===== config.mk =====
export PLATFORM = sky130hd
export DESIGN_NAME = a85enc_emit
export DESIGN_NICKNAME = d
export VERILOG_FILES = /design/src/rtl/a85enc_pkg.sv /design/src/rtl/a85enc_emit.sv
export SDC_FILE = /design/constraint.sdc
export NUM_CORES = 1
export LEC_CHECK = 0
export BUFFER_PORTS_ARGS = -buffer_cell sky130_fd_sc_hd__buf_2
export CORE_AREA = 2 2 112 114
export DETAILED_ROUTE_END_ITERATION = 16
export DIE_AREA = 0 0 114 116
export PLACE_DENSITY = 0.55
export SKIP_CTS_REPAIR_TIMING = 1
export SYNTH_ARGS = -nofsm -noshare
export SYNTH_HDL_FRONTEND = slang
export SYNTH_SLANG_ARGS = --single-unit

===== constraint.sdc =====
create_clock -name clk_i -period 2.3 [get_ports clk_i]
set_input_delay 0.345 -clock clk_i [delete_from_list [all_inputs] [get_ports clk_i]]
set_output_delay 0.345 -clock clk_i [all_outputs]
set_load 0.1 [all_outputs]

===== src/rtl/a85enc_pkg.sv =====
// Shared types and constants for the line-wrapping Ascii85 encoder.
`timescale 1ns / 1ps
`default_nettype none
package a85enc_pkg;

  localparam int unsigned NumDigits  = 5;
  localparam int unsigned DigitBase  = 85;
  localparam int unsigned RecipShift = 38;
  localparam int unsigned QuotW      = 64 - RecipShift;
  localparam int unsigned QueueDepth = 2;

  localparam logic [31:0] Recip      = 32'd3233857729;
  localparam logic [7:0]  CharZero   = 8'h21;
  localparam logic [7:0]  CharZ      = 8'h7a;
  localparam logic [7:0]  CharNl     = 8'h0a;
  localparam logic [7:0]  CharTilde  = 8'h7e;
  localparam logic [7:0]  CharGt     = 8'h3e;
  localparam logic [7:0]  WidthReset = 8'd64;
  localparam logic [7:0]  WidthMin   = 8'd8;

  typedef struct packed {
    logic [31:0] word;
    logic [2:0]  ndig;
    logic        zero;
    logic        last;
  } job_t;

  typedef struct packed {
    logic [NumDigits-1:0][7:0] digs;
    logic [2:0]                ndig;
    logic                      zero;
    logic                      last;
  } bundle_t;

  typedef enum logic [2:0] {
    ST_IDLE,
    ST_DIGIT,
    ST_NEWLINE,
    ST_TERM_NL,
    ST_TILDE,
    ST_CLOSE
  } emit_state_e;

endpackage
`default_nettype wire


===== src/rtl/a85enc_emit.sv =====
// Back end: character sequencer with column tracking and an output register.
`timescale 1ns / 1ps
`default_nettype none
module a85enc_emit
  import a85enc_pkg::*;
(
  input  wire logic       clk_i,
  input  wire logic       rst_ni,
  input  wire logic [7:0] width_i,
  input  wire logic       bundle_valid_i,
  output logic            bundle_ready_o,
  input  wire bundle_t    bundle_i,
  output logic            out_valid_o,
  input  wire logic       out_ready_i,
  output logic [7:0]      out_char_o,
  output logic            end_of_run_o
);

  emit_state_e state_q, state_d;

  logic [NumDigits-1:0][7:0] digs_q;
  logic [2:0]                ndig_q, idx_q, idx_d;
  logic                      zero_q, last_q;
  logic [7:0]                col_q, col_d;
  logic                      out_valid_q, out_end_q;
  logic [7:0]                out_char_q;

  logic [7:0] col_inc, limit, ch;
  logic       wrap, more_dig, more_nl, term_nl, eor;
  logic       out_free, fire, load;

  assign out_free       = !out_valid_q || out_ready_i;
  assign fire           = (state_q != ST_IDLE) && out_free;
  assign bundle_ready_o = (state_q == ST_IDLE);
  assign load           = bundle_valid_i && bundle_ready_o;

  assign col_inc  = col_q + 8'd1;
  assign limit    = zero_q ? (width_i - 8'd1) : width_i;
  assign wrap     = (col_inc >= limit);
  assign more_dig = ((idx_q + 3'd1) < ndig_q);
  assign more_nl  = (idx_q < ndig_q);
  assign term_nl  = (col_inc > (width_i - 8'd2));

  always_comb begin
    state_d = state_q;
    unique case (state_q)
      ST_IDLE: begin
        if (load) begin
          state_d = ST_DIGIT;
        end
      end
      ST_DIGIT: begin
        if (fire) begin
          if (wrap) begin
            state_d = ST_NEWLINE;
          end else if (more_dig) begin
            state_d = ST_DIGIT;
          end else if (last_q) begin
            state_d = term_nl ? ST_TERM_NL : ST_TILDE;
          end else begin
            state_d = ST_IDLE;
          end
        end
      end
      ST_NEWLINE: begin
        if (fire) begin
          if (more_nl) begin
            state_d = ST_DIGIT;
          end else if (last_q) begin
            state_d = ST_TILDE;
          end else begin
            state_d = ST_IDLE;
          end
        end
      end
      ST_TERM_NL: begin
        if (fire) begin
          state_d = ST_TILDE;
        end
      end
      ST_TILDE: begin
        if (fire) begin
          state_d = ST_CLOSE;
        end
      end
      ST_CLOSE: begin
        if (fire) begin
          state_d = ST_IDLE;
        end
      end
      default: state_d = ST_IDLE;
    endcase
  end

  always_comb begin
    ch    = CharNl;
    eor   = 1'b0;
    col_d = col_q;
    idx_d = idx_q;
    unique case (state_q)
      ST_IDLE: begin
        idx_d = '0;
      end
      ST_DIGIT: begin
        ch    = zero_q ? CharZ : digs_q[idx_q];
        eor   = !wrap && !more_dig && !last_q;
        col_d = col_inc;
        idx_d = idx_q + 3'd1;
      end
      ST_NEWLINE: begin
        eor   = !more_nl && !last_q;
        col_d = '0;
      end
      ST_TERM_NL: begin
        ch = CharNl;
      end
      ST_TILDE: begin
        ch = CharTilde;
      end
      ST_CLOSE: begin
        ch    = CharGt;
        eor   = 1'b1;
        col_d = '0;
      end
      default: begin
        ch = CharNl;
      end
    endcase
  end

  always_ff @(posedge clk_i or negedge rst_ni) begin
    if (!rst_ni) begin
      state_q     <= ST_IDLE;
      idx_q       <= '0;
      col_q       <= '0;
      out_valid_q <= 1'b0;
    end else begin
      if (load || fire) begin
        state_q <= state_d;
        idx_q   <= idx_d;
        col_q   <= col_d;
      end
      if (fire) begin
        out_valid_q <= 1'b1;
      end else if (out_ready_i) begin
        out_valid_q <= 1'b0;
      end
    end
  end

  always_ff @(posedge clk_i) begin
    if (load) begin
      digs_q <= bundle_i.digs;
      ndig_q <= bundle_i.ndig;
      zero_q <= bundle_i.zero;
      last_q <= bundle_i.last;
    end
    if (fire) begin
      out_char_q <= ch;
      out_end_q  <= eor;
    end
  end

  assign out_valid_o  = out_valid_q;
  assign out_char_o   = out_char_q;
  assign end_of_run_o = out_end_q;

  assert property (@(posedge clk_i) disable iff (!rst_ni)
      (fire && state_q == ST_TILDE) |=> (state_q == ST_CLOSE))
    else $error("Terminator opening is not followed by its closing character.");

  assert property (@(posedge clk_i) disable iff (!rst_ni)
      (fire && state_q == ST_CLOSE) |=>
      (out_valid_q && out_end_q && out_char_q == CharGt && col_q == 8'd0))
    else $error("Stream end did not close the run and clear the column.");

endmodule
`default_nettype wire


==> summary.md <==
| Metric | Value |
|---|---|
| Run status | finished clean |
| Die Area | 13200 µm² |
| Worst Setup End Kind | flip-flop |
| Register area | 2000 µm² |
| Reg2Reg Depth | 11 |
| WHS Endpoint | digs_q[21] |
| Antenna viol nets, final | 0 |
| Reg clk slew, reported paths | 0.05 ns |
| Fin. max-slew vios | 0 |
| Worst skew pair latency | 0.33 ns |
| Required time worst endpoint | 2.37 ns |
| Routed len/inst | 15.1 µm |
| Post-Syn Instances | 269 |
| CP max stage cell | dfrtp_2 |
| Area growth syn-to-layout | 39.3% |
| Drt first pass iters | 5 |
| DR iter-0 viols | 149 |
| Largest net degree at the start of global routing | 40 |
| Total Routing Usage GR | 12.7% |
| Initial antenna violation count | 0 |
| Worst setup path category | reg -> reg |
| Critical path peak fanout | 4 |
| GPL Wtd Cong | 0.841 |
| Critical Path Start Type | flip-flop |
| DRC viols | 0 |
| H-tree levels | 3 |
| Root buffer cell | clkbuf_16 |
| Num CTS Buffers | 9 |
| Max Cap Viol | 0 |
| Total power divided by cell area | 1220 nW/µm² |
| Worst r2r src | col_q[0] |
| Hold Vio Cnt, Final | 0 |
| Hold Path Origin | bundle_i[26] |
| CTS Buffer Depth | 2 |
| Reg2reg end | end_of_run_o |
| FP Rows | 40 |
| Crit-path max cell delay | 0.45 ns |
| Slew HR | 65.4% |
| Fmax | 444 MHz |
| Netlist cell types | 50 |
| Mapped Avg Cell Area | 13.1 µm² |
| Main synth FF type | edfxtp_1 |
| Io pins | 68 |
| Hold Crit Class | in -> reg |
| DRT Wirelength | 8030 µm |
| Post-Syn Nets | 350 |
| Critical Path AT | 2.32 ns |
| Layout cell share with drive strength beyond 1 | 44.7% |
| Vias in the first global route | 2644 |
| Global-route wire length before repair | 12900 µm |
| CP Buf/Inv Count | 1 |
| VDD IR-drop max | 743 µV |
| Multi-input logic area | 1700 µm² |
| Clock skew | 0.00369 ns |
| Synth Register Bits | 69 |
| Tmin final | 2.25 ns |
| CTS Sinks | 69 |
| Syn Std Cell Area | 3520 µm² |
| Placed Cells | 506 |
| Port Buffers | 67 |
| Finished Core Util | 41.1% |
| Core Box Area | 11900 µm² |
| Nets | 461 |
| Chip height | 116 µm |
| Fillers | 1121 |
| Finished Layout Cells | 532 |
| CP Cell Sequence | ha_4 > nand2_2 > nor2_2 > xor2_1 > buf_4 > ha_4 > nand2_2 > nor3_4 > a21oi_4 > a31oi_1 > o32ai_1 |
| Design Power | 5970 µW |
| Final setup vio count | 0 |
| Actual slew at the worst max-slew pin | 0.519 ns |
| Ys Warns | 0 |
| Die width | 114 µm |
| Async S/R FF share, synth | 21.7% |
| DP Wirelength | 5900 µm |
| Post-DR vias/cell | 4.84 |
| RSZ-0062 raised after global routing | yes |
| Vias after detailed routing | 2574 |
| Worst R2R Setup Slack | 0.05 ns |
| TritonCTS clock tree | built |
| EDFF count, synth | 54 |
| WHS | 0.189 ns |
| N_diodes | 0 |
| GRT overflow | 0 |
| Initial Util | 29.5% |
| Hold path cells | 1 |
| Cell family with most CP delay | flip-flops |
| Sequential area share after synthesis | 56.8% |
| Leak | 0.00201 µW |
| Period utilisation layout | 97.9% |
## worst register-to-register path: cells and delay by family, from the launching register on
kind            cells  cell delay, ns
xor+xnor            1            0.17
simple gates        4            0.39
flops               1            0.45
buf+inv             1            0.16
fa+ha+maj           2            0.44
compound gates      3            0.38
## cell usage after synthesis, types with 2 or more instances
master	number	area share, %
edfxtp_1	54	46
ha_1	24	8.5
nand2_1	23	2.5
dfrtp_1	15	11
nor2_1	15	1.6
o21ai_0	13	1.8
xnor2_1	12	3.0
inv_1	11	1.2
mux4_2	8	5.1
nor3_1	8	1.1
a21oi_1	7	1.0
xor2_1	7	1.7
a22o_1	6	1.5
clkbuf_1	5	0.53
nand2b_1	5	0.89
nand3_1	5	0.71
a21o_1	4	0.85
and2_1	4	0.71
a221o_1	3	0.85
a22oi_1	3	0.64
a21boi_0	2	0.43
a221oi_1	2	0.50
a311oi_1	2	0.50
and3_1	2	0.36
nand4_1	2	0.36
nor2b_1	2	0.36
o22ai_1	2	0.36
## layout make-up
| type | count | area share (%) |
|---|---|---|
| Clock buffer | 10 | 4.67 |
| Sequential cell | 69 | 40.8 |
| Multi-Input combinational cell | 182 | 34.7 |
| Timing Repair Buffer | 106 | 13.3 |
| Inverter | 12 | 0.971 |
| Tap cell | 147 | 3.75 |
| Clock inverter | 6 | 1.76 |
## power breakdown
part / total, µW / switching, µW / internal (µW)
sequential: 1920 / 168 / 1750
combinational: 2600 / 1710 / 892
clock: 1450 / 505 / 948
total: 5970 / 2380 / 3590
## registers in the layout, summed over array words and instances (netlist names)
| name | flops |
|---|---|
| digs_q | 40 |
| ndig_q | 3 |
| col_q | 8 |
| last_q | 1 |
| out_valid_o | 1 |
| end_of_run_o | 1 |
| idx_q | 3 |
| out_char_o | 8 |
| zero_q | 1 |
| state_q | 3 |
## through the flow
stage	area (µm²)	setup TNS, ns	setup WS [ns]
final	4900	0	0.0490
after detailed placement	4300	-0.883	-0.258
after CTS	4610	-0.282	-0.136
after floorplan	3570	-0.0165	-0.0165
after global routing	4900	-0.0646	-0.0323
after global placement	4300	-0.688	-0.195
## worst max-delay path by stage
stage	start	slack (ns)	endpoint	cells past startpoint
6_report	col_q[0]	0.05	end_of_run_o	11
2_1_floorplan	state_q[0]	-0.02	idx_q[2]	5
5_1_grt	col_q[0]	-0.03	end_of_run_o	11
3_3_place_gp	width_i[2]	-0.20	end_of_run_o	13
4_1_cts	col_q[0]	-0.14	state_q[0]	9
3_5_place_dp	width_i[2]	-0.26	state_q[0]	11
## cell usage in the layout (no fill, tap or decap), types with 3 or more instances in the layout
| cell | count |
|---|---|
| a21o_1 | 4 |
| a21oi_1 | 4 |
| a221o_1 | 3 |
| a22o_1 | 6 |
| a22oi_1 | 3 |
| buf_2 | 67 |
| buf_4 | 35 |
| clkbuf_16 | 9 |
| dfrtp_1 | 13 |
| edfxtp_1 | 54 |
| ha_1 | 19 |
| ha_4 | 5 |
| inv_1 | 9 |
| mux4_2 | 8 |
| nand2_1 | 16 |
| nand2_2 | 7 |
| nand2b_1 | 5 |
| nand3_2 | 3 |
| nor2_1 | 12 |
| nor3_1 | 6 |
| o21ai_0 | 10 |
| xnor2_1 | 10 |
| xor2_1 | 6 |
## layer usage
layer	global-route usage, %	part of all wire, %	vias up
met5	0	0	-
met4	5.20	2.3	0
met3	3.50	6.1	14
met2	20.9	49	83
met1	15.9	43	1233
li1	-	-	1244
## kinds of logic (layout without fill, tap and decap cells)
group / count (synthesis) / after routing / synth area share, %
XOR/XNOR: 20 / 20 / 5.37
adder cells (fa/ha/maj): 25 / 25 / 8.86
buffers and inverters: 18 / 134 / 1.96
AND/OR/NAND/NOR: 75 / 75 / 10.9
AO/OA/AOI/OAI: 53 / 53 / 10.7
flip-flops: 69 / 69 / 56.8
multiplexers: 9 / 9 / 5.44
Power figures use the tool's default switching activity.
