File: src/rtl/a85enc_pkg.sv
// Shared types and constants for the line-wrapping Ascii85 encoder.
`timescale 1ns / 1ps
`default_nettype none
package a85enc_pkg;

  localparam int unsigned NumDigits  = 5;
  localparam int unsigned DigitBase  = 85;
  localparam int unsigned RecipShift = 38;
  localparam int unsigned QuotW      = 64 - RecipShift;
  localparam int unsigned QueueDepth = 2;

  localparam logic [31:0] Recip      = 32'd3233857729;
  localparam logic [7:0]  CharZero   = 8'h21;
  localparam logic [7:0]  CharZ      = 8'h7a;
  localparam logic [7:0]  CharNl     = 8'h0a;
  localparam logic [7:0]  CharTilde  = 8'h7e;
  localparam logic [7:0]  CharGt     = 8'h3e;
  localparam logic [7:0]  WidthReset = 8'd64;
  localparam logic [7:0]  WidthMin   = 8'd8;

  typedef struct packed {
    logic [31:0] word;
    logic [2:0]  ndig;
    logic        zero;
    logic        last;
  } job_t;

  typedef struct packed {
    logic [NumDigits-1:0][7:0] digs;
    logic [2:0]                ndig;
    logic                      zero;
    logic                      last;
  } bundle_t;

  typedef enum logic [2:0] {
    ST_IDLE,
    ST_DIGIT,
    ST_NEWLINE,
    ST_TERM_NL,
    ST_TILDE,
    ST_CLOSE
  } emit_state_e;

endpackage
`default_nettype wire

File: src/rtl/a85enc_front.sv
// Front end: gathers bytes into groups and turns each request that completes a group or ends the stream into a job.
`timescale 1ns / 1ps
`default_nettype none
module a85enc_front
  import a85enc_pkg::*;
(
  input  wire logic       clk_i,
  input  wire logic       rst_ni,
  input  wire logic       in_valid_i,
  output logic            in_ready_o,
  input  wire logic [7:0] data_byte_i,
  input  wire logic       is_last_i,
  output logic            job_valid_o,
  input  wire logic       job_ready_i,
  output job_t            job_o
);

  logic [23:0] group_q, group_d;
  logic [1:0]  count_q, count_d;
  logic        accept;
  logic        full_group;

  assign in_ready_o  = job_ready_i;
  assign accept      = in_valid_i && in_ready_o;
  assign full_group  = (count_q == 2'd3);
  assign job_valid_o = in_valid_i && (full_group || is_last_i);

  always_comb begin
    job_o = '0;
    unique case (count_q)
      2'd0: job_o.word = {data_byte_i, 24'd0};
      2'd1: job_o.word = {group_q[7:0], data_byte_i, 16'd0};
      2'd2: job_o.word = {group_q[15:0], data_byte_i, 8'd0};
      2'd3: job_o.word = {group_q, data_byte_i};
      default: job_o.word = '0;
    endcase
    job_o.zero = full_group && (job_o.word == 32'd0);
    job_o.last = is_last_i;
    if (full_group) begin
      job_o.ndig = job_o.zero ? 3'd1 : 3'd5;
    end else begin
      job_o.ndig = 3'({1'b0, count_q} + 3'd2);
    end
  end

  always_comb begin
    group_d = group_q;
    count_d = count_q;
    if (accept) begin
      if (full_group || is_last_i) begin
        group_d = '0;
        count_d = '0;
      end else begin
        group_d = {group_q[15:0], data_byte_i};
        count_d = count_q + 2'd1;
      end
    end
  end

  always_ff @(posedge clk_i or negedge rst_ni) begin
    if (!rst_ni) begin
      group_q <= '0;
      count_q <= '0;
    end else begin
      group_q <= group_d;
      count_q <= count_d;
    end
  end

endmodule
`default_nettype wire

File: config.mk
export PLATFORM = sky130hd
export DESIGN_NAME = a85enc_front
export DESIGN_NICKNAME = d
export VERILOG_FILES = /design/src/rtl/a85enc_pkg.sv /design/src/rtl/a85enc_front.sv
export SDC_FILE = /design/constraint.sdc
export NUM_CORES = 1
export LEC_CHECK = 0
export BUFFER_PORTS_ARGS = -buffer_cell sky130_fd_sc_hd__buf_2
export CAP_MARGIN = 20
export CORE_MARGIN = 2
export CORE_UTILIZATION = 45
export CTS_CLUSTER_DIAMETER = 200
export DETAILED_ROUTE_END_ITERATION = 7
export GPL_TIMING_DRIVEN = 0
export PLACE_DENSITY = 0.73
export SLEW_MARGIN = 20
export SYNTH_ARGS = -nofsm -noshare
export SYNTH_HDL_FRONTEND = slang
export SYNTH_SLANG_ARGS = --single-unit
File: constraint.sdc
create_clock -name clk_i -period 2.1 [get_ports clk_i]
set_input_delay 0.42 -clock clk_i [delete_from_list [all_inputs] [get_ports clk_i]]
set_output_delay 0.42 -clock clk_i [all_outputs]
set_load 0.01 [all_outputs]
==> impl_metrics.csv, run 1 <==
group,metric,value,unit
critical_path,slowest_delay,0.50,ns
timing,hold_viol,0,
power_and_ir_drop,internal_power,1.19,mW
critical_path,arrival,2.54,ns
cells_and_area,layout-drive-gt1-share,61.5,%
power_and_ir_drop,switchingPower,0.792,mW
synthesis,yosys.area.top_type,"dfrtp_1",
clocking,numCtsBuffers,3,
critical_path,crit_family,"compound AO/OA/AOI/OAI gates",
global_routing,grt-ovfl-total,0,
synthesis,synthesis.area,1610,um^2
synthesis,netlist.area_leader.share,40.3,%
die,die_h,63.9,um
critical_path,crit_required,1.68,ns
critical_path,worstPathMaxFanout,7,
die,core_area,3390,um^2
cells_and_area,synthToLayoutAreaGrowth,67.4,%
timing,fin_crit_sh,141,%
die,die-area,4080,um^2
synthesis,synth_edf_count,0,
synthesis,seq_area_frac_synth,40.3,%
synthesis,syn_inst,161,
timing,tightest_slew,0.599,ns
clocking,cts.sinks,26,
routing,wl,7070,um
power_and_ir_drop,leakagePower,1.24,nW
critical_path,crit_type,"flip-flop to output port",
worst_hold_path,hold_class,"input port to async pin",
cells_and_area,final_util,79.7,%
clocking,ctsRootBufferMaster,"clkbuf_4",
routing,routedWlPerCell,23.7,um
critical_path,critPathLaunchType,"flip-flop",
routing,via_per_inst,6.87,
power_and_ir_drop,comb_power_share,55.3,%
timing,setup_slack,-0.862,ns
power_and_ir_drop,clkPwrFrac,13.5,%
place,hpwl,3640,um
place,gp_congestion,0.906,
timing,min_period,2.96,ns
synthesis,synth_seq_cells,26,
die,initial_utilization,47.6,%
global_routing,grt_max_degree,27,
power_and_ir_drop,seq_power_share,31.2,%
critical_path,r2r_cells,7,
power_and_ir_drop,switching_share,39.9,%
timing,drv_slew,0,
run,cap_violations,0,
die,io_pins,52,
clocking,ctsHoldBuffers,0,
synthesis,synthArstFlopShare,100,%
critical_path,rr_startpoint,"count_q[0]$_DFFE_PN0P_",
die,die_w,63.9,um
synthesis,synth_flop_cell,"dfrtp_1",
critical_path,cp-endpoint,"job_o[1]",
status,violations,"setup timing",
timing,fin_setup_tns,-9.43,ns
clocking,cts-htree-levels,1,
power_and_ir_drop,finalPower,1.98,mW
power_and_ir_drop,power.density,734,nW/um^2
clocking,clkLatencyLatePin,0.33,ns
power_and_ir_drop,ir_worst_vdd,0.400,mV
synthesis,ys_types,30,
die,num_rows,21,
global_routing,gr-usage-all-layers,29.9,%
global_routing,antenna_found_initial,0,
clocking,clockBufferDepth,2,
critical_path,cp_slowest_cell,"dfrtp_2",
timing,relSlewSlack,60.1,%
synthesis,syn_area_per_cell,10.0,um^2
timing,fmax,338,MHz
critical_path,worstSetupPathDepth,8,
clocking,cts.clk_slew.worst_paths,0.15,ns
synthesis,yosysWarnings,0,
routing,drc_errors,0,
critical_path,cp-end-kind,"output port",
critical_path,path_buf_inv,3,
timing,finalSetupViolCount,37,
critical_path,cp-startpoint,"count_q[0]$_DFFE_PN0P_",
synthesis,netlist_top_cells_area,"dfrtp_1, a22o_1, a222oi_1",
place,pre_cts_ws,-0.442,ns
timing,fin_skew,0.00272,ns
global_routing,grt_pass1_wl,9370,um
routing,ant_nets,0,
critical_path,cp_cell_sequence,"ha_4 > buf_8 > a222oi_1 > buf_4 > nand4_1 > o2bb2ai_2 > and4_1 > buf_2",
routing,drt_iter0_drc,260,
routing,via_count,2047,
timing,rsz0062_at_grt,"true",
critical_path,rrSetupSlack,0.02,ns
cells_and_area,final_nets,270,
status,status,"finished with violations",
routing,drtPass1Iterations,5,
synthesis,synth_nets,178,
critical_path,r2r-end,"group_q[11]$_DFFE_PN0P_",
cells_and_area,n_antenna_cell,0,
global_routing,grt_pass1_vias,1832,
place,portBuffers,51,
clocking,tritoncts,"done",
==> worst reg2reg max path: cells and delay by family (launching register included) <==
kind / cells / cell delay, ns
buffers and inverters: 4 / 0.74
and+or+nand+nor: 1 / 0.40
DFF: 1 / 0.50
adders and majority gates: 1 / 0.23
AOI/OAI and AO/OA: 1 / 0.17
==> worst min path at each step <==
stage | end | cells past startpoint
floorplan | count_q[0]$_DFFE_PN0P_ | 0
detailed placement | group_q[16]$_DFFE_PN0P_ | 1
global placement | group_q[16]$_DFFE_PN0P_ | 1
global route | group_q[16]$_DFFE_PN0P_ | 1
finish | group_q[16]$_DFFE_PN0P_ | 1
CTS | group_q[16]$_DFFE_PN0P_ | 1
==> cells by family (layout without fill, tap and decap cells) <==
group           Yosys count  in the layout  synth area share, %
simple gates             43             43                 13.6
fa+ha+maj                 4              4                 3.10
flops                    26             26                 40.3
compound gates           63             63                 33.2
mux                       4              4                 2.56
buf+inv                  21            112                 7.21
==> synth_stat cells, drive strengths merged (2+ instances only) <==
cell type,number
a22oi,10
a22o,25
nor2,19
a21oi,6
mux2i,3
nor4,2
a41oi,3
nor2b,2
and2,8
nand4,4
a222oi,14
o2bb2ai,2
nor3,2
inv,6
clkbuf,6
buf,9
ha,4
dfrtp,26
nand2,3
==> power groups by stage <==
| stage | clock network (mW) | logic (mW) | registers (mW) |
|---|---|---|---|
| final | 0.267 | 1.10 | 0.619 |
| after global routing | 0.294 | 1.13 | 0.625 |
| after floorplan | 0 | 0.399 | 0.595 |
| after global placement | 0 | 0.601 | 0.609 |
| after detailed placement | 0 | 0.612 | 0.610 |
| after CTS | 0.263 | 0.837 | 0.611 |
==> cells in the final DEF (no fill, tap or decap), types with 4 or more instances in the layout <==
cell / synthesis / final
ha_4: 0 / 4
and2_4: 0 / 8
buf_4: 3 / 23
buf_6: 3 / 28
nor2_2: 0 / 7
nor2_4: 0 / 4
buf_2: 3 / 40
dfrtp_1: 26 / 24
a22oi_2: 0 / 9
a222oi_1: 14 / 14
a21oi_2: 0 / 4
nand4_1: 4 / 4
a22o_1: 25 / 25
nor2_1: 19 / 8
clkbuf_4: 0 / 6
==> timing repair <==
| item | 4_1_cts | 5_1_grt |
|---|---|---|
| gates cloned | 1 | 2 |
| pin swaps | 12 | 25 |
| setup buffers | 14 | 22 |
| resized for setup | 57 | 48 |
| endpoints found under the setup margin | 36 | 57 |
==> sequential cells by signal, indices dropped and copies added (netlist names) <==
signal,count
count_q,2
group_q,24
==> layout make-up <==
type / count / area, um^2
Inverter: 6 / 27.5
Fill cell: 190 / 689
Clock buffer: 4 / 36.3
Multi-Input combinational cell: 114 / 1090
Buffer: 14 / 179
Tap cell: 46 / 57.6
Timing Repair Buffer: 88 / 658
Sequential cell: 26 / 653
==> through the flow <==
step	instance area, um^2	instances	hold slack, ns
5_1_grt	2700	298	0.0978
4_1_cts	2320	276	0.0923
3_3_place_gp	1940	258	0.440
3_5_place_dp	1940	258	0.454
6_report	2700	298	0.0719
2_1_floorplan	1630	161	0.124
==> per-layer routing <==
| layer | track usage [%] | share of wire (%) | up-vias |
|---|---|---|---|
| met5 | 0 | 0 | - |
| met4 | 12.2 | 6.4 | 0 |
| met3 | 4.05 | 12 | 56 |
| met2 | 46.4 | 47 | 201 |
| met1 | 41.8 | 35 | 964 |
| li1 | - | - | 826 |
Note: power is estimated with default switching activity, not from simulation.
==> run 2, diff against run 1 <==
ABC_AREA = 1   (was unset)
CORE_UTILIZATION = 35   (was 45)
PLACE_DENSITY = 0.57   (was 0.73)
==> run 2 against run 1 <==
  * The flow still finishes with violations (setup timing)
  * Synthesized area grew 21%
  * Die area grew 52%
  * Worst setup slack gained 0.37 ns
  * Sequential cell count is the same
  * Hold slack gained 0.070 ns
  * Critical path depth grew 4
  * Largest cell class unchanged
  * Highest routed layer unchanged
==> impl_metrics.csv, run 2 <==
group,metric,value,unit
critical_path,cp_common_cell,"nand2_1",
critical_path,cp_cell_sequence,"buf_6 > ha_4 > buf_6 > nand2_1 > nand3_2 > o21ai_2 > nand2_1 > nor2_1 > nand2_1 > nor2_2 > nor2_2 > buf_2",
cells_and_area,final_util,55.3,%
routing,wl,6770,um
die,die-area,6210,um^2
synthesis,synth_nets,328,
synthesis,synthAdderAreaFrac,2.55,%
timing,fmax,385,MHz
power_and_ir_drop,ir_worst_vdd,0.262,mV
clocking,cts.clk_slew.worst_paths,0.08,ns
power_and_ir_drop,internal_power,1.33,mW
synthesis,netlist.area_leader.share,33.2,%
power_and_ir_drop,clkPwrFrac,14.2,%
synthesis,synth_top_family_by_area,"simple AND/OR/NAND/NOR gates",
global_routing,grt_max_degree,27,
place,hpwl,4400,um
cells_and_area,largest_reg_flops,24,
synthesis,synth_xor_area_share,0,%
critical_path,cp_slowest_cell,"dfrtp_2",
cells_and_area,fillers,519,
synthesis,syn_inst,311,
synthesis,seq_area_frac_synth,33.2,%
clocking,ctsHoldBuffers,0,
run,cap_violations,0,
timing,hold_viol,0,
critical_path,crit_type,"flip-flop to output port",
power_and_ir_drop,switchingPower,0.873,mW
synthesis,synth_common_cells,"nand2_1, inv_1, dfrtp_1",
routing,drc_errors,0,
critical_path,cp-end-kind,"output port",
timing,finalSetupViolCount,17,
die,die_w,78.8,um
synthesis,synthesis.area,1960,um^2
clocking,cts.sinks,26,
synthesis,synth_flop_cell,"dfrtp_1",
die,io_pins,52,
cells_and_area,final_common_cell,"nand2_1",
global_routing,grt_pass1_vias,2063,
synthesis,synth_seq_cells,26,
timing,whs,0.142,ns
cells_and_area,n_antenna_cell,0,
timing,fin_skew,0.00543,ns
clocking,clockBufferDepth,2,
power_and_ir_drop,power.density,728,nW/um^2
synthesis,synth_most_common_cell,"nand2_1",
synthesis,netlist_top_cells_area,"dfrtp_1, nand2_1, inv_1",
timing,min_period,2.60,ns
power_and_ir_drop,comb_power_share,57.5,%
synthesis,synthArstFlopShare,100,%
power_and_ir_drop,switching_share,39.6,%
power_and_ir_drop,leakagePower,1.77,nW
global_routing,grt_pass1_wl,9980,um
global_routing,gr-usage-all-layers,20.6,%
clocking,tritoncts,"done",
status,status,"finished with violations",
critical_path,critPathLaunchType,"flip-flop",
place,portBuffers,51,
die,die_h,78.8,um
cells_and_area,synthToLayoutAreaGrowth,54.5,%
timing,setup_slack,-0.495,ns
critical_path,slowest_delay,0.46,ns
critical_path,arrival,2.18,ns
synthesis,synth_edf_count,0,
synthesis,ys_types,21,
timing,relSlewSlack,62.1,%
die,core_area,5470,um^2
routing,via_count,2255,
synthesis,syn_area_per_cell,6.30,um^2
routing,drt_iter0_drc,155,
synthesis,synth-compound-area-share,12.3,%
synthesis,yosys.area.top_type,"dfrtp_1",
clocking,ctsRootBufferMaster,"clkbuf_8",
clocking,cts-htree-levels,1,
power_and_ir_drop,seq_power_share,28.3,%
cells_and_area,reg_top3,"group_q (24), count_q (2)",
clocking,numCtsBuffers,3,
critical_path,crit_required,1.68,ns
cells_and_area,final_cell_mix,"nand2_1, inv_1, buf_2",
synthesis,yosysWarnings,0,
timing,rsz0062_at_grt,"true",
global_routing,antenna_found_initial,0,
global_routing,grt-ovfl-total,0,
critical_path,worstPathMaxFanout,7,
status,violations,"setup timing",
timing,tightest_slew,0.569,ns
synthesis,synthMuxAreaShare,0,%
cells_and_area,layout-drive-gt1-share,44.9,%
routing,via_per_inst,4.86,
cells_and_area,final_nets,410,
routing,drtPass1Iterations,4,
die,num_rows,27,
synthesis,yosys.area_share.simple,32.7,%
routing,routedWlPerCell,14.6,um
die,initial_utilization,35.8,%
place,gp_congestion,0.833,
worst_hold_path,hold_class,"input port to async pin",
timing,drv_slew,0,
routing,ant_nets,0,
clocking,clkLatencyLatePin,0.27,ns
cells_and_area,top_register,"group_q",
timing,fin_crit_sh,124,%
run 2: cell count changes in the layout (fill, tap and decap cells not counted), moves of 9 or more:
cell	previous run	this run
o22ai_1	0	16
nand2_2	0	31
o21ai_2	0	10
a222oi_1	14	0
a22o_1	25	0
nand2_1	3	94
inv_1	3	46
buf_6	28	15
o21ai_0	0	10
a22oi_2	9	0
run 2: repair_timing:
item	in CTS	in global routing
gates cloned	4	3
resized for setup	54	70
setup endpoints to repair	22	21
pin swaps	25	38
buffers inserted	21	6
run 2: final timing paths:
check / depth (start not counted) / slack [ns] / endpoint / start
setup / recovery: 12 / -0.50 / job_o[4] / count_q[1]$_DFFE_PN0P_
hold / removal: 1 / 0.14 / count_q[1]$_DFFE_PN0P_ / rst_ni
setup reg to reg: 7 / 0.25 / group_q[18]$_DFFE_PN0P_ / count_q[0]$_DFFE_PN0P_
hold reg to reg: 2 / 0.53 / group_q[17]$_DFFE_PN0P_ / group_q[17]$_DFFE_PN0P_
max in group asynchronous: 1 / 1.56 / count_q[0]$_DFFE_PN0P_ / rst_ni
min in group clk_i: 3 / 0.48 / group_q[3]$_DFFE_PN0P_ / data_byte_i[3]
run 2: metrics by stage:
step / setup slack (ns) / setup TNS (ns) / power (mW) / cell area [um^2] / cells
floorplan: 0.00167 / 0 / 1.12 / 1960 / 311
global placement: -0.291 / -0.572 / 1.38 / 2300 / 434
detailed placement: -0.304 / -0.598 / 1.38 / 2300 / 434
CTS: -0.416 / -2.14 / 1.97 / 2740 / 461
global route: -0.597 / -3.00 / 2.32 / 3030 / 464
finish: -0.495 / -1.58 / 2.20 / 3030 / 464
run 2: cell families after synthesis:
| group | count (synthesis) |
|---|---|
| adder cells (fa/ha/maj) | 4 |
| AND/OR/NAND/NOR | 162 |
| AO/OA/AOI/OAI | 43 |
| flip-flops | 26 |
| buffers and inverters | 76 |
run 2: worst max-delay path, delay by kind of cell, from the launching register on:
family	cells	cell delay, ns
simple gates	7	0.67
flops	1	0.46
buf+inv	3	0.41
fa+ha+maj	1	0.19
compound gates	1	0.18
run 2: routing by layer:
metal | up-vias | global-route usage, % | part of all wire [%]
li1 | 1112 | - | -
met1 | 1037 | 26.7 | 42
met2 | 86 | 35.8 | 49
met3 | 20 | 1.25 | 5.3
met4 | 0 | 8.28 | 3.6
met5 | - | 0 | 0
run 2: cell type report:
cell class | count | area [um^2] | area share (%)
Sequential cell | 26 | 653 | 21.6
Inverter | 58 | 231 | 7.65
Multi-Input combinational cell | 209 | 1200 | 39.6
Timing Repair Buffer | 80 | 644 | 21.3
Tap cell | 72 | 90.1 | 2.98
Buffer | 15 | 153 | 5.04
Clock buffer | 4 | 55.1 | 1.82
run 2: power groups by stage:
stage,combinational [mW],clock (mW),sequential (mW)
finish,1.27,0.313,0.623
global route,1.35,0.337,0.631
CTS,1.04,0.316,0.615
detailed placement,0.765,0,0.615
global placement,0.767,0,0.614
floorplan,0.522,0,0.597
