<file path="config.mk">
export PLATFORM = sky130hd
export DESIGN_NAME = a85enc_fifo
export DESIGN_NICKNAME = d
export VERILOG_FILES = /design/src/rtl/a85enc_pkg.sv /design/src/rtl/a85enc_fifo.sv
export SDC_FILE = /design/constraint.sdc
export NUM_CORES = 1
export LEC_CHECK = 0
export BUFFER_PORTS_ARGS = -buffer_cell sky130_fd_sc_hd__buf_2
export CORE_MARGIN = 4
export CORE_UTILIZATION = 45
export CTS_CLUSTER_DIAMETER = 100
export DETAILED_ROUTE_END_ITERATION = 12
export PLACE_DENSITY = 0.73
export SLEW_MARGIN = 30
export SYNTH_ARGS = -nofsm -noshare
export SYNTH_HDL_FRONTEND = slang
export SYNTH_SLANG_ARGS = --single-unit
</file>
<file path="constraint.sdc">
create_clock -name clk_i -period 2.45 [get_ports clk_i]
set_input_delay 0 -clock clk_i [delete_from_list [all_inputs] [get_ports clk_i]]
set_output_delay 0 -clock clk_i [all_outputs]
set_load 0.005 [all_outputs]
</file>
<file path="src/rtl/a85enc_pkg.sv">
// Shared types and constants for the line-wrapping Ascii85 encoder.
`timescale 1ns / 1ps
`default_nettype none
package a85enc_pkg;

  localparam int unsigned NumDigits  = 5;
  localparam int unsigned DigitBase  = 85;
  localparam int unsigned RecipShift = 38;
  localparam int unsigned QuotW      = 64 - RecipShift;
  localparam int unsigned QueueDepth = 2;

  localparam logic [31:0] Recip      = 32'd3233857729;
  localparam logic [7:0]  CharZero   = 8'h21;
  localparam logic [7:0]  CharZ      = 8'h7a;
  localparam logic [7:0]  CharNl     = 8'h0a;
  localparam logic [7:0]  CharTilde  = 8'h7e;
  localparam logic [7:0]  CharGt     = 8'h3e;
  localparam logic [7:0]  WidthReset = 8'd64;
  localparam logic [7:0]  WidthMin   = 8'd8;

  typedef struct packed {
    logic [31:0] word;
    logic [2:0]  ndig;
    logic        zero;
    logic        last;
  } job_t;

  typedef struct packed {
    logic [NumDigits-1:0][7:0] digs;
    logic [2:0]                ndig;
    logic                      zero;
    logic                      last;
  } bundle_t;

  typedef enum logic [2:0] {
    ST_IDLE,
    ST_DIGIT,
    ST_NEWLINE,
    ST_TERM_NL,
    ST_TILDE,
    ST_CLOSE
  } emit_state_e;

endpackage
`default_nettype wire

</file>
<file path="src/rtl/a85enc_fifo.sv">
// Short job queue between the front end and the conversion unit.
`timescale 1ns / 1ps
`default_nettype none
module a85enc_fifo
  import a85enc_pkg::*;
#(
  parameter int unsigned DEPTH = QueueDepth
) (
  input  wire logic clk_i,
  input  wire logic rst_ni,
  input  wire logic push_valid_i,
  output logic      push_ready_o,
  input  wire job_t push_data_i,
  output logic      pop_valid_o,
  input  wire logic pop_ready_i,
  output job_t      pop_data_o
);

  localparam int unsigned AW = (DEPTH > 1) ? $clog2(DEPTH) : 1;
  localparam int unsigned CW = $clog2(DEPTH + 1);

  job_t          mem_q [DEPTH];
  logic [AW-1:0] wr_ptr_q, wr_ptr_d;
  logic [AW-1:0] rd_ptr_q, rd_ptr_d;
  logic [CW-1:0] count_q, count_d;
  logic          push, pop;

  assign push_ready_o = (count_q != CW'(DEPTH));
  assign pop_valid_o  = (count_q != '0);
  assign pop_data_o   = mem_q[rd_ptr_q];
  assign push         = push_valid_i && push_ready_o;
  assign pop          = pop_valid_o && pop_ready_i;

  always_comb begin
    wr_ptr_d = wr_ptr_q;
    rd_ptr_d = rd_ptr_q;
    count_d  = count_q;
    if (push) begin
      wr_ptr_d = (wr_ptr_q == AW'(DEPTH - 1)) ? '0 : wr_ptr_q + AW'(1);
    end
    if (pop) begin
      rd_ptr_d = (rd_ptr_q == AW'(DEPTH - 1)) ? '0 : rd_ptr_q + AW'(1);
    end
    if (push && !pop) begin
      count_d = count_q + CW'(1);
    end else if (pop && !push) begin
      count_d = count_q - CW'(1);
    end
  end

  always_ff @(posedge clk_i) begin
    if (push) begin
      mem_q[wr_ptr_q] <= push_data_i;
    end
  end

  always_ff @(posedge clk_i or negedge rst_ni) begin
    if (!rst_ni) begin
      wr_ptr_q <= '0;
      rd_ptr_q <= '0;
      count_q  <= '0;
    end else begin
      wr_ptr_q <= wr_ptr_d;
      rd_ptr_q <= rd_ptr_d;
      count_q  <= count_d;
    end
  end

  assert property (@(posedge clk_i) disable iff (!rst_ni) count_q <= CW'(DEPTH))
    else $error("Queue occupancy exceeds its depth.");

endmodule
`default_nettype wire

</file>
==> results.yml, run 1 <==
status:
  status: "complete, no violations"
timing:
  drv_slew: 0
  hold_viol: 0
  slew_headroom: 0.620
  setup_tns_ns: 0
  period_minus_slack_ns: 1.77
  fmax_mhz: 566
  worst_slew_pin_slew_ns: 0.569
  final-setup-viol-count: 0
  grt_setup_unrepaired: "no"
  post-route-period-util: 0.721
  fin_skew_ns: 0.00368
setup_path:
  path_max_fanout: 21
  rrSetupSlack_ns: 0.74
  crit_arrival_ns: 1.77
  required_ns: 2.45
  r2r-end: "mem_q[0][29]$_DFFE_PP_"
  crit_chain: "buf_12 > mux2_2 > buf_2"
  cp-start-kind: "register"
  r2r_cells: 4
  crit_slowest_cell: "dfrtp_2"
  criticalPathCategory: "reg2out"
  end_kind: "output pin"
  slowest_delay_ns: 0.69
  r2r_start: "count_q[0]$_DFFE_PN0P_"
layout:
  final_nets: 304
  fin_cells: 344
  antennaDiodeCount: 0
  fill_cells: 449
  drive_gt1_frac: 0.513
  area_delta_synth_final_pct: 38.6
floorplan:
  start_util: 0.464
  core_area_mm2: 0.00635
  dieArea_mm2: 0.00791
  fp.dieH_um: 88.9
  io_pins: 80
  die_w_um: 88.9
  rows: 29
power:
  p_leak_nw: 1.62
  ir_drop_mv: 0.671
  power_density_mw_per_mm2: 1050
synthesis:
  ys_types: 15
  syn_nets: 175
  synth-seq-cells: 78
  netlist_instances: 133
  syn_area_per_cell_um2: 22.2
  synthesis.area_mm2: 0.00295
  ys_seq_area_frac: 0.788
  yosys_warnings: 0
placement:
  io_buffers: 79
  dpl.hpwl_um: 3400
  dp.cells: 288
  place_congestion: 0.630
hold_path:
  hold_start: "push_valid_i"
  worstHoldPathType: "in2reg"
  hold_path_end: "wr_ptr_q$_DFFE_PN0P_"
  hold_depth: 3
clock_tree:
  ctsResizeCount: 0
  numCtsBuffers: 9
  cts.sinks: 78
  htreeDepth: 3
  clk_path_buf_depth: 2
  root_buffer: "clkbuf_8"
  hold_buffers: 40
  clock_latency_ns: 0.33
  cts_tree: "done"
  post-cts-setup-buffers: 0
  clk_pin_slew_worst_paths_ns: 0.07
route:
  wl_um: 5240
  drtPass1Iterations: 4
  drc: 0
  via_per_inst: 4.68
  vias: 1609
  drtAntennaViolNets: 0
  post_drt_wl_per_cell_um: 15.2
  initialDrtViolationCount: 46
grt:
  grt_usage: 0.142
  antenna_found_initial: 0
  grt-ovfl-total: 0
  grt_pass1_wl_um: 8020
  grt_pass1_vias: 1708
  grt_max_degree: 22
run:
  drv_cap: 0
==> sequential cells by signal, summed over array words and instances (netlist names) <==
name and flops:
wr_ptr_q 1, count_q 2, mem_q 74, rd_ptr_q 1
==> final cells by class <==
type	count	area [um2]	share of cell area
inverters	1	3.75	0.000919
multi-input cells	50	591	0.145
well taps	77	96.3	0.0236
flip-flops and latches	78	2320	0.569
repair buffers	122	856	0.210
clock buffers	9	124	0.0303
clock inverters	7	88.8	0.0218
==> stage by stage <==
| step | utilization | worst slack, ns | hold WS [ns] | power (mW) | area [um2] |
|---|---|---|---|---|---|
| after floorplan | - | 0.419 | -0.296 | 2.79 | 2950 |
| after global placement | 0.546 | 0.771 | -0.190 | 3.27 | 3470 |
| after detailed placement | 0.546 | 0.735 | -0.184 | 3.31 | 3470 |
| after CTS | 0.643 | 0.643 | 0.0380 | 4.36 | 4080 |
| after global routing | 0.643 | 0.583 | 0.0573 | 4.54 | 4080 |
| final | 0.643 | 0.684 | 0.0532 | 4.29 | 4080 |
==> cell usage in the layout (no fill, tap or decap), drive strengths merged <==
cell type and n:
clkinvlp 2, ha 1, and3 1, nand2 2
dfrtp 4, clkbuf 9, edfxtp 74, xor2 2
xnor2 3, dlygate4sd3 40, nor2 2, nand2b 1
bufinv 2, inv 1, buf 82, or2 1
clkinv 3, mux2 37
==> report_power, final <==
group | switching (mW) | internal (mW) | total (mW)
sequential | 0.154 | 1.83 | 1.98
clock | 0.431 | 0.566 | 0.997
combinational | 0.551 | 0.762 | 1.31
==> synthesized netlist by cell type, drive strengths merged <==
cell type  number  area share
ha              1      0.0042
inv             1      0.0013
xnor2           3      0.0089
nor2            2      0.0025
nand2b          1      0.0021
nand2           2      0.0025
mux2           37        0.17
buf             4       0.013
and3            1      0.0021
xor2            2      0.0059
or2             1      0.0021
dfrtp           4       0.034
edfxtp         74        0.75
==> how the worst max path moves through the flow <==
stage / slack, ns / from / to
after global placement: 0.77 / count_q[0]$_DFFE_PN0P_ / mem_q[0][10]$_DFFE_PP_
after CTS: 0.64 / rd_ptr_q$_DFFE_PN0P_ / pop_data_o[16]
after global routing: 0.58 / rd_ptr_q$_DFFE_PN0P_ / pop_data_o[16]
after floorplan: 0.42 / count_q[0]$_DFFE_PN0P_ / mem_q[0][0]$_DFFE_PP_
after detailed placement: 0.74 / count_q[0]$_DFFE_PN0P_ / mem_q[0][30]$_DFFE_PP_
final: 0.68 / rd_ptr_q$_DFFE_PN0P_ / pop_data_o[16]
==> worst max-delay path, delay by kind of cell (launching register included) <==
family                 cells  cell delay, ns
buffers and inverters      2            0.39
flip-flops                 1            0.69
multiplexers               1            0.36
==> per-layer routing <==
metal	vias to the layer above	wire length, um	GRT usage
met3	10	217	0.0240
met5	-	0	0
met1	786	1920	0.152
met4	0	108	0.0934
li1	775	-	-
met2	38	2990	0.258
==> kinds of logic after synthesis <==
| family | after synthesis | share of synthesized area |
|---|---|---|
| AND/OR/NAND/NOR | 7 | 0.0115 |
| flip-flops | 78 | 0.788 |
| adder cells (fa/ha/maj) | 1 | 0.00425 |
| XOR/XNOR | 5 | 0.0149 |
| buffers and inverters | 5 | 0.0144 |
| multiplexers | 37 | 0.167 |
Note: power is estimated with default switching activity, not from simulation.
==> inputs of run 2 (changes only) <==
==> constraint.sdc (replaced) <==
create_clock -name clk_i -period 1.5 [get_ports clk_i]
set_input_delay 0 -clock clk_i [delete_from_list [all_inputs] [get_ports clk_i]]
set_output_delay 0 -clock clk_i [all_outputs]
set_load 0.005 [all_outputs]
==> results.yml, run 2 (synthesized netlist as in run 1, its figures left out) <==
layout:
  fin_area_mm2: 0.00416
  final_nets: 309
  largest_register_ffs: 74
  antennaDiodeCount: 0
  fin_cells: 348
  regMostFlops: "mem_q"
  drive_gt1_frac: 0.524
  layout_common_cells: "buf_2 (79), edfxtp_1 (74), dlygate4sd3_1 (41)"
  layout_commonest_cell: "buf_2"
  largestRegisters: "mem_q: 74 flops, count_q: 2 flops"
  area_delta_synth_final_pct: 41.1
setup_path:
  slowest_delay_ns: 0.42
  crit_arrival_ns: 1.69
  criticalPathCategory: "reg2reg"
  cp_common_cell: "xor2_1"
  path_max_fanout: 4
  crit_chain: "or2_1 > nand2_1 > ha_1 > xor2_1 > nor2_2 > xor2_1"
  end_kind: "register"
  crit_slowest_cell: "dfrtp_1"
  required_ns: 1.72
  crit_buf_inv: 0
  cp-start-kind: "register"
  crit_family: "simple AND/OR/NAND/NOR gates"
route:
  drc: 0
  vias: 1606
  via_per_inst: 4.61
  drtPass1Iterations: 4
  wl_um: 5040
  drtAntennaViolNets: 0
  initialDrtViolationCount: 72
  post_drt_wl_per_cell_um: 14.5
clock_tree:
  clk_path_buf_depth: 2
  numCtsBuffers: 9
  clock_latency_ns: 0.34
  cts_tree: "done"
  htreeDepth: 3
  cts.sinks: 78
  root_buffer: "clkbuf_8"
  clk_pin_slew_worst_paths_ns: 0.08
timing:
  post-route-period-util: 0.980
  worst_slew_pin_slew_ns: 0.210
  slew_headroom: 0.860
  setup_tns_ns: 0
  fin_skew_ns: 0.00779
  drv_slew: 0
  hold_viol: 0
  fmax_mhz: 680
  period_minus_slack_ns: 1.47
  whs_ns: 0.372
  final-setup-viol-count: 0
grt:
  grt_usage: 0.134
  busiest_layer: "met2"
  grt_pass1_wl_um: 7600
  met1_usage: 0.158
  grt-ovfl-total: 0
  grt_max_degree: 38
  antenna_found_initial: 0
  met3_usage: 0.0433
  grt_pass1_vias: 1628
  use_met2: 0.227
placement:
  place_congestion: 0.689
  dp.cells: 290
  io_buffers: 79
  dpl.hpwl_um: 3190
  placed_area_mm2: 0.00352
power:
  ir_drop_mv: 1.35
  total_power_mw: 7.17
  power_density_mw_per_mm2: 1720
  p_leak_nw: 1.66
floorplan:
  core_area_mm2: 0.00635
  die_w_um: 88.9
  io_pins: 80
  fp.dieH_um: 88.9
  dieArea_mm2: 0.00791
  rows: 29
  start_util: 0.464
hold_path:
  worstHoldPathType: "in2reg"
run:
  drv_cap: 0
status:
  status: "complete, no violations"
run 2: routing by layer:
metal  vias up  share of wire
met5         -              0
met4         0          0.017
met3        10          0.067
met2        51           0.52
met1       762           0.40
li1        783              -
run 2: final cells by class:
class	instances	area [um2]
clock buffer	11	131
tap	77	96.3
fill	449	2190
clock inverter	4	72.6
sequential	78	2320
multi-input combinational	50	608
inverter	1	3.75
timing repair buffer	127	921
run 2: path summary, 6_finish.rpt:
check | startpoint | to | slack [ns] | cells after the start
worst max-delay path | count_q[0]$_DFFE_PN0P_ | count_q[1]$_DFFE_PN0P_ | 0.03 | 6
worst min-delay path | push_data_i[9] | mem_q[1][9]$_DFFE_PP_ | 0.37 | 2
worst max register to register | count_q[0]$_DFFE_PN0P_ | count_q[1]$_DFFE_PN0P_ | 0.03 | 6
worst min register to register | count_q[0]$_DFFE_PN0P_ | count_q[0]$_DFFE_PN0P_ | 0.54 | 1
max in group asynchronous | rst_ni | rd_ptr_q$_DFFE_PN0P_ | 0.76 | 3
min in group asynchronous | rst_ni | wr_ptr_q$_DFFE_PN0P_ | 0.55 | 3
run 2: stage by stage:
stage	utilization	worst slack, ns
floorplan	-	-0.0792
global placement	0.555	0.142
detailed placement	0.555	0.0842
CTS	0.652	0.0509
global route	0.655	-0.0409
finish	0.655	0.0299
run 2: timing repair:
item	CTS	global route
setup endpoints to repair	0	1
hold endpoints to repair	80	0
hold buffers	41	0
buffers inserted	0	2
gates resized for setup	0	1
run 2: power by group:
part           leakage (nW)  switching, mW  internal, mW
sequential            0.733          0.167          2.98
clock                0.0994          0.677         0.926
combinational         0.824           1.02          1.39
total                  1.66           1.87          5.30
==> inputs of run 3 (changes only) <==
--- a/config.mk
+++ b/config.mk
@@ -10,6 +10,8 @@
 export CORE_UTILIZATION = 45
 export CTS_CLUSTER_DIAMETER = 100
 export DETAILED_ROUTE_END_ITERATION = 12
+export GPL_ROUTABILITY_DRIVEN = 0
+export MAX_ROUTING_LAYER = met4
 export PLACE_DENSITY = 0.73
 export SLEW_MARGIN = 30
 export SYNTH_ARGS = -nofsm -noshare
==> results.yml, run 3 (synthesized netlist as in run 1, its figures left out) <==
status:
  status: "complete, no violations"
floorplan:
  start_util: 0.464
  core_area_mm2: 0.00635
  dieArea_mm2: 0.00791
  die_w_um: 88.9
  io_pins: 80
  fp.dieH_um: 88.9
  rows: 29
layout:
  antennaDiodeCount: 0
  regMostFlops: "mem_q"
  largestRegisters: "mem_q: 74 flops, count_q: 2 flops"
  drive_gt1_frac: 0.524
  final_nets: 309
  largest_register_ffs: 74
  layout_commonest_cell: "buf_2"
  fin_area_mm2: 0.00416
  area_delta_synth_final_pct: 41.1
  layout_common_cells: "buf_2 (79), edfxtp_1 (74), dlygate4sd3_1 (41)"
clock_tree:
  cts.sinks: 78
  cts_tree: "done"
  clock_latency_ns: 0.34
  numCtsBuffers: 9
  root_buffer: "clkbuf_8"
  clk_path_buf_depth: 2
  clk_pin_slew_worst_paths_ns: 0.08
  htreeDepth: 3
placement:
  io_buffers: 79
  place_ws_ns: 0.0842
  dpl.hpwl_um: 3190
  placed_area_mm2: 0.00352
grt:
  grt_pass1_vias: 1631
  busiest_layer: "met2"
  met3_usage: 0.0415
  grt_usage: 0.138
  grt_max_degree: 38
  grt_pass1_wl_um: 7600
  antenna_found_initial: 0
  use_met2: 0.227
  grt-ovfl-total: 0
  met1_usage: 0.159
route:
  post_drt_wl_per_cell_um: 14.4
  via_per_inst: 4.63
  drtAntennaViolNets: 0
  wl_um: 5030
  initialDrtViolationCount: 79
  vias: 1610
  drtPass1Iterations: 4
  drc: 0
timing:
  worst_slew_pin_slew_ns: 0.216
  period_minus_slack_ns: 1.47
  hold_viol: 0
  final-setup-viol-count: 0
  fin_skew_ns: 0.00779
  whs_ns: 0.373
  fmax_mhz: 679
  drv_slew: 0
  slew_headroom: 0.856
  post-route-period-util: 0.982
  setup_ws_ns: 0.0272
setup_path:
  crit_arrival_ns: 1.69
  cp-start-kind: "register"
  end_kind: "register"
  required_ns: 1.72
  path_max_fanout: 4
  criticalPathCategory: "reg2reg"
power:
  p_int_mw: 5.30
  power_density_mw_per_mm2: 1720
  p_sw_frac: 0.260
  p_leak_nw: 1.66
  p_comb_frac: 0.337
  ir_drop_mv: 1.35
  seqPwrFrac: 0.440
  clock_power_share: 0.223
  switchingPower_mw: 1.86
hold_path:
  worstHoldPathType: "in2reg"
run:
  drv_cap: 0
-- run 3: worst paths after layout --
check,start,end,slack [ns],cells after the start
max,count_q[0]$_DFFE_PN0P_,count_q[1]$_DFFE_PN0P_,0.03,6
min,push_data_i[9],mem_q[1][9]$_DFFE_PP_,0.37,2
max reg2reg,count_q[0]$_DFFE_PN0P_,count_q[1]$_DFFE_PN0P_,0.03,6
min reg2reg,count_q[0]$_DFFE_PN0P_,count_q[0]$_DFFE_PN0P_,0.54,1
max in group asynchronous,rst_ni,rd_ptr_q$_DFFE_PN0P_,0.76,3
min in group asynchronous,rst_ni,wr_ptr_q$_DFFE_PN0P_,0.55,3
-- run 3: final cells by class --
| type | count | area [um2] |
|---|---|---|
| clock buffer | 11 | 131 |
| sequential | 78 | 2320 |
| timing repair buffer | 127 | 921 |
| clock inverter | 4 | 72.6 |
| inverter | 1 | 3.75 |
| fill | 449 | 2190 |
| tap | 77 | 96.3 |
| multi-input combinational | 50 | 608 |
-- run 3: what timing repair did --
item,CTS,global route
setup buffers,0,2
endpoints found under the hold margin,80,0
resized for setup,0,1
setup endpoints to repair,0,1
hold buffers,41,0
-- run 3: per-stage QoR --
stage | TNS [ns] | instances | util | power, mW
floorplan | -3.42 | 133 | - | 4.60
CTS | 0 | 346 | 0.652 | 7.20
global placement | 0 | 290 | 0.555 | 5.47
detailed placement | 0 | 290 | 0.555 | 5.52
finish | 0 | 348 | 0.655 | 7.16
global route | -0.0409 | 348 | 0.655 | 7.55
-- run 3: critical path: stages (launching register included) --
cell,delay (ns)
dfrtp_1,0.42
or2_1,0.25
nand2_1,0.12
ha_1,0.17
xor2_1,0.20
nor2_2,0.06
xor2_1,0.14
-- run 3: metal layers --
metal	vias to the layer above	share of wire
met2	51	0.52
met3	11	0.064
li1	783	-
met5	-	0
met4	0	0.017
met1	765	0.40
-- run 3: power by group through the flow --
stage | Combinational, mW | Sequential, mW | Clock, mW
2_1_floorplan | 1.45 | 3.15 | 0
3_3_place_gp | 2.30 | 3.17 | 0
3_5_place_dp | 2.31 | 3.21 | 0
4_1_cts | 2.40 | 3.16 | 1.64
5_1_grt | 2.61 | 3.20 | 1.75
6_report | 2.41 | 3.15 | 1.59
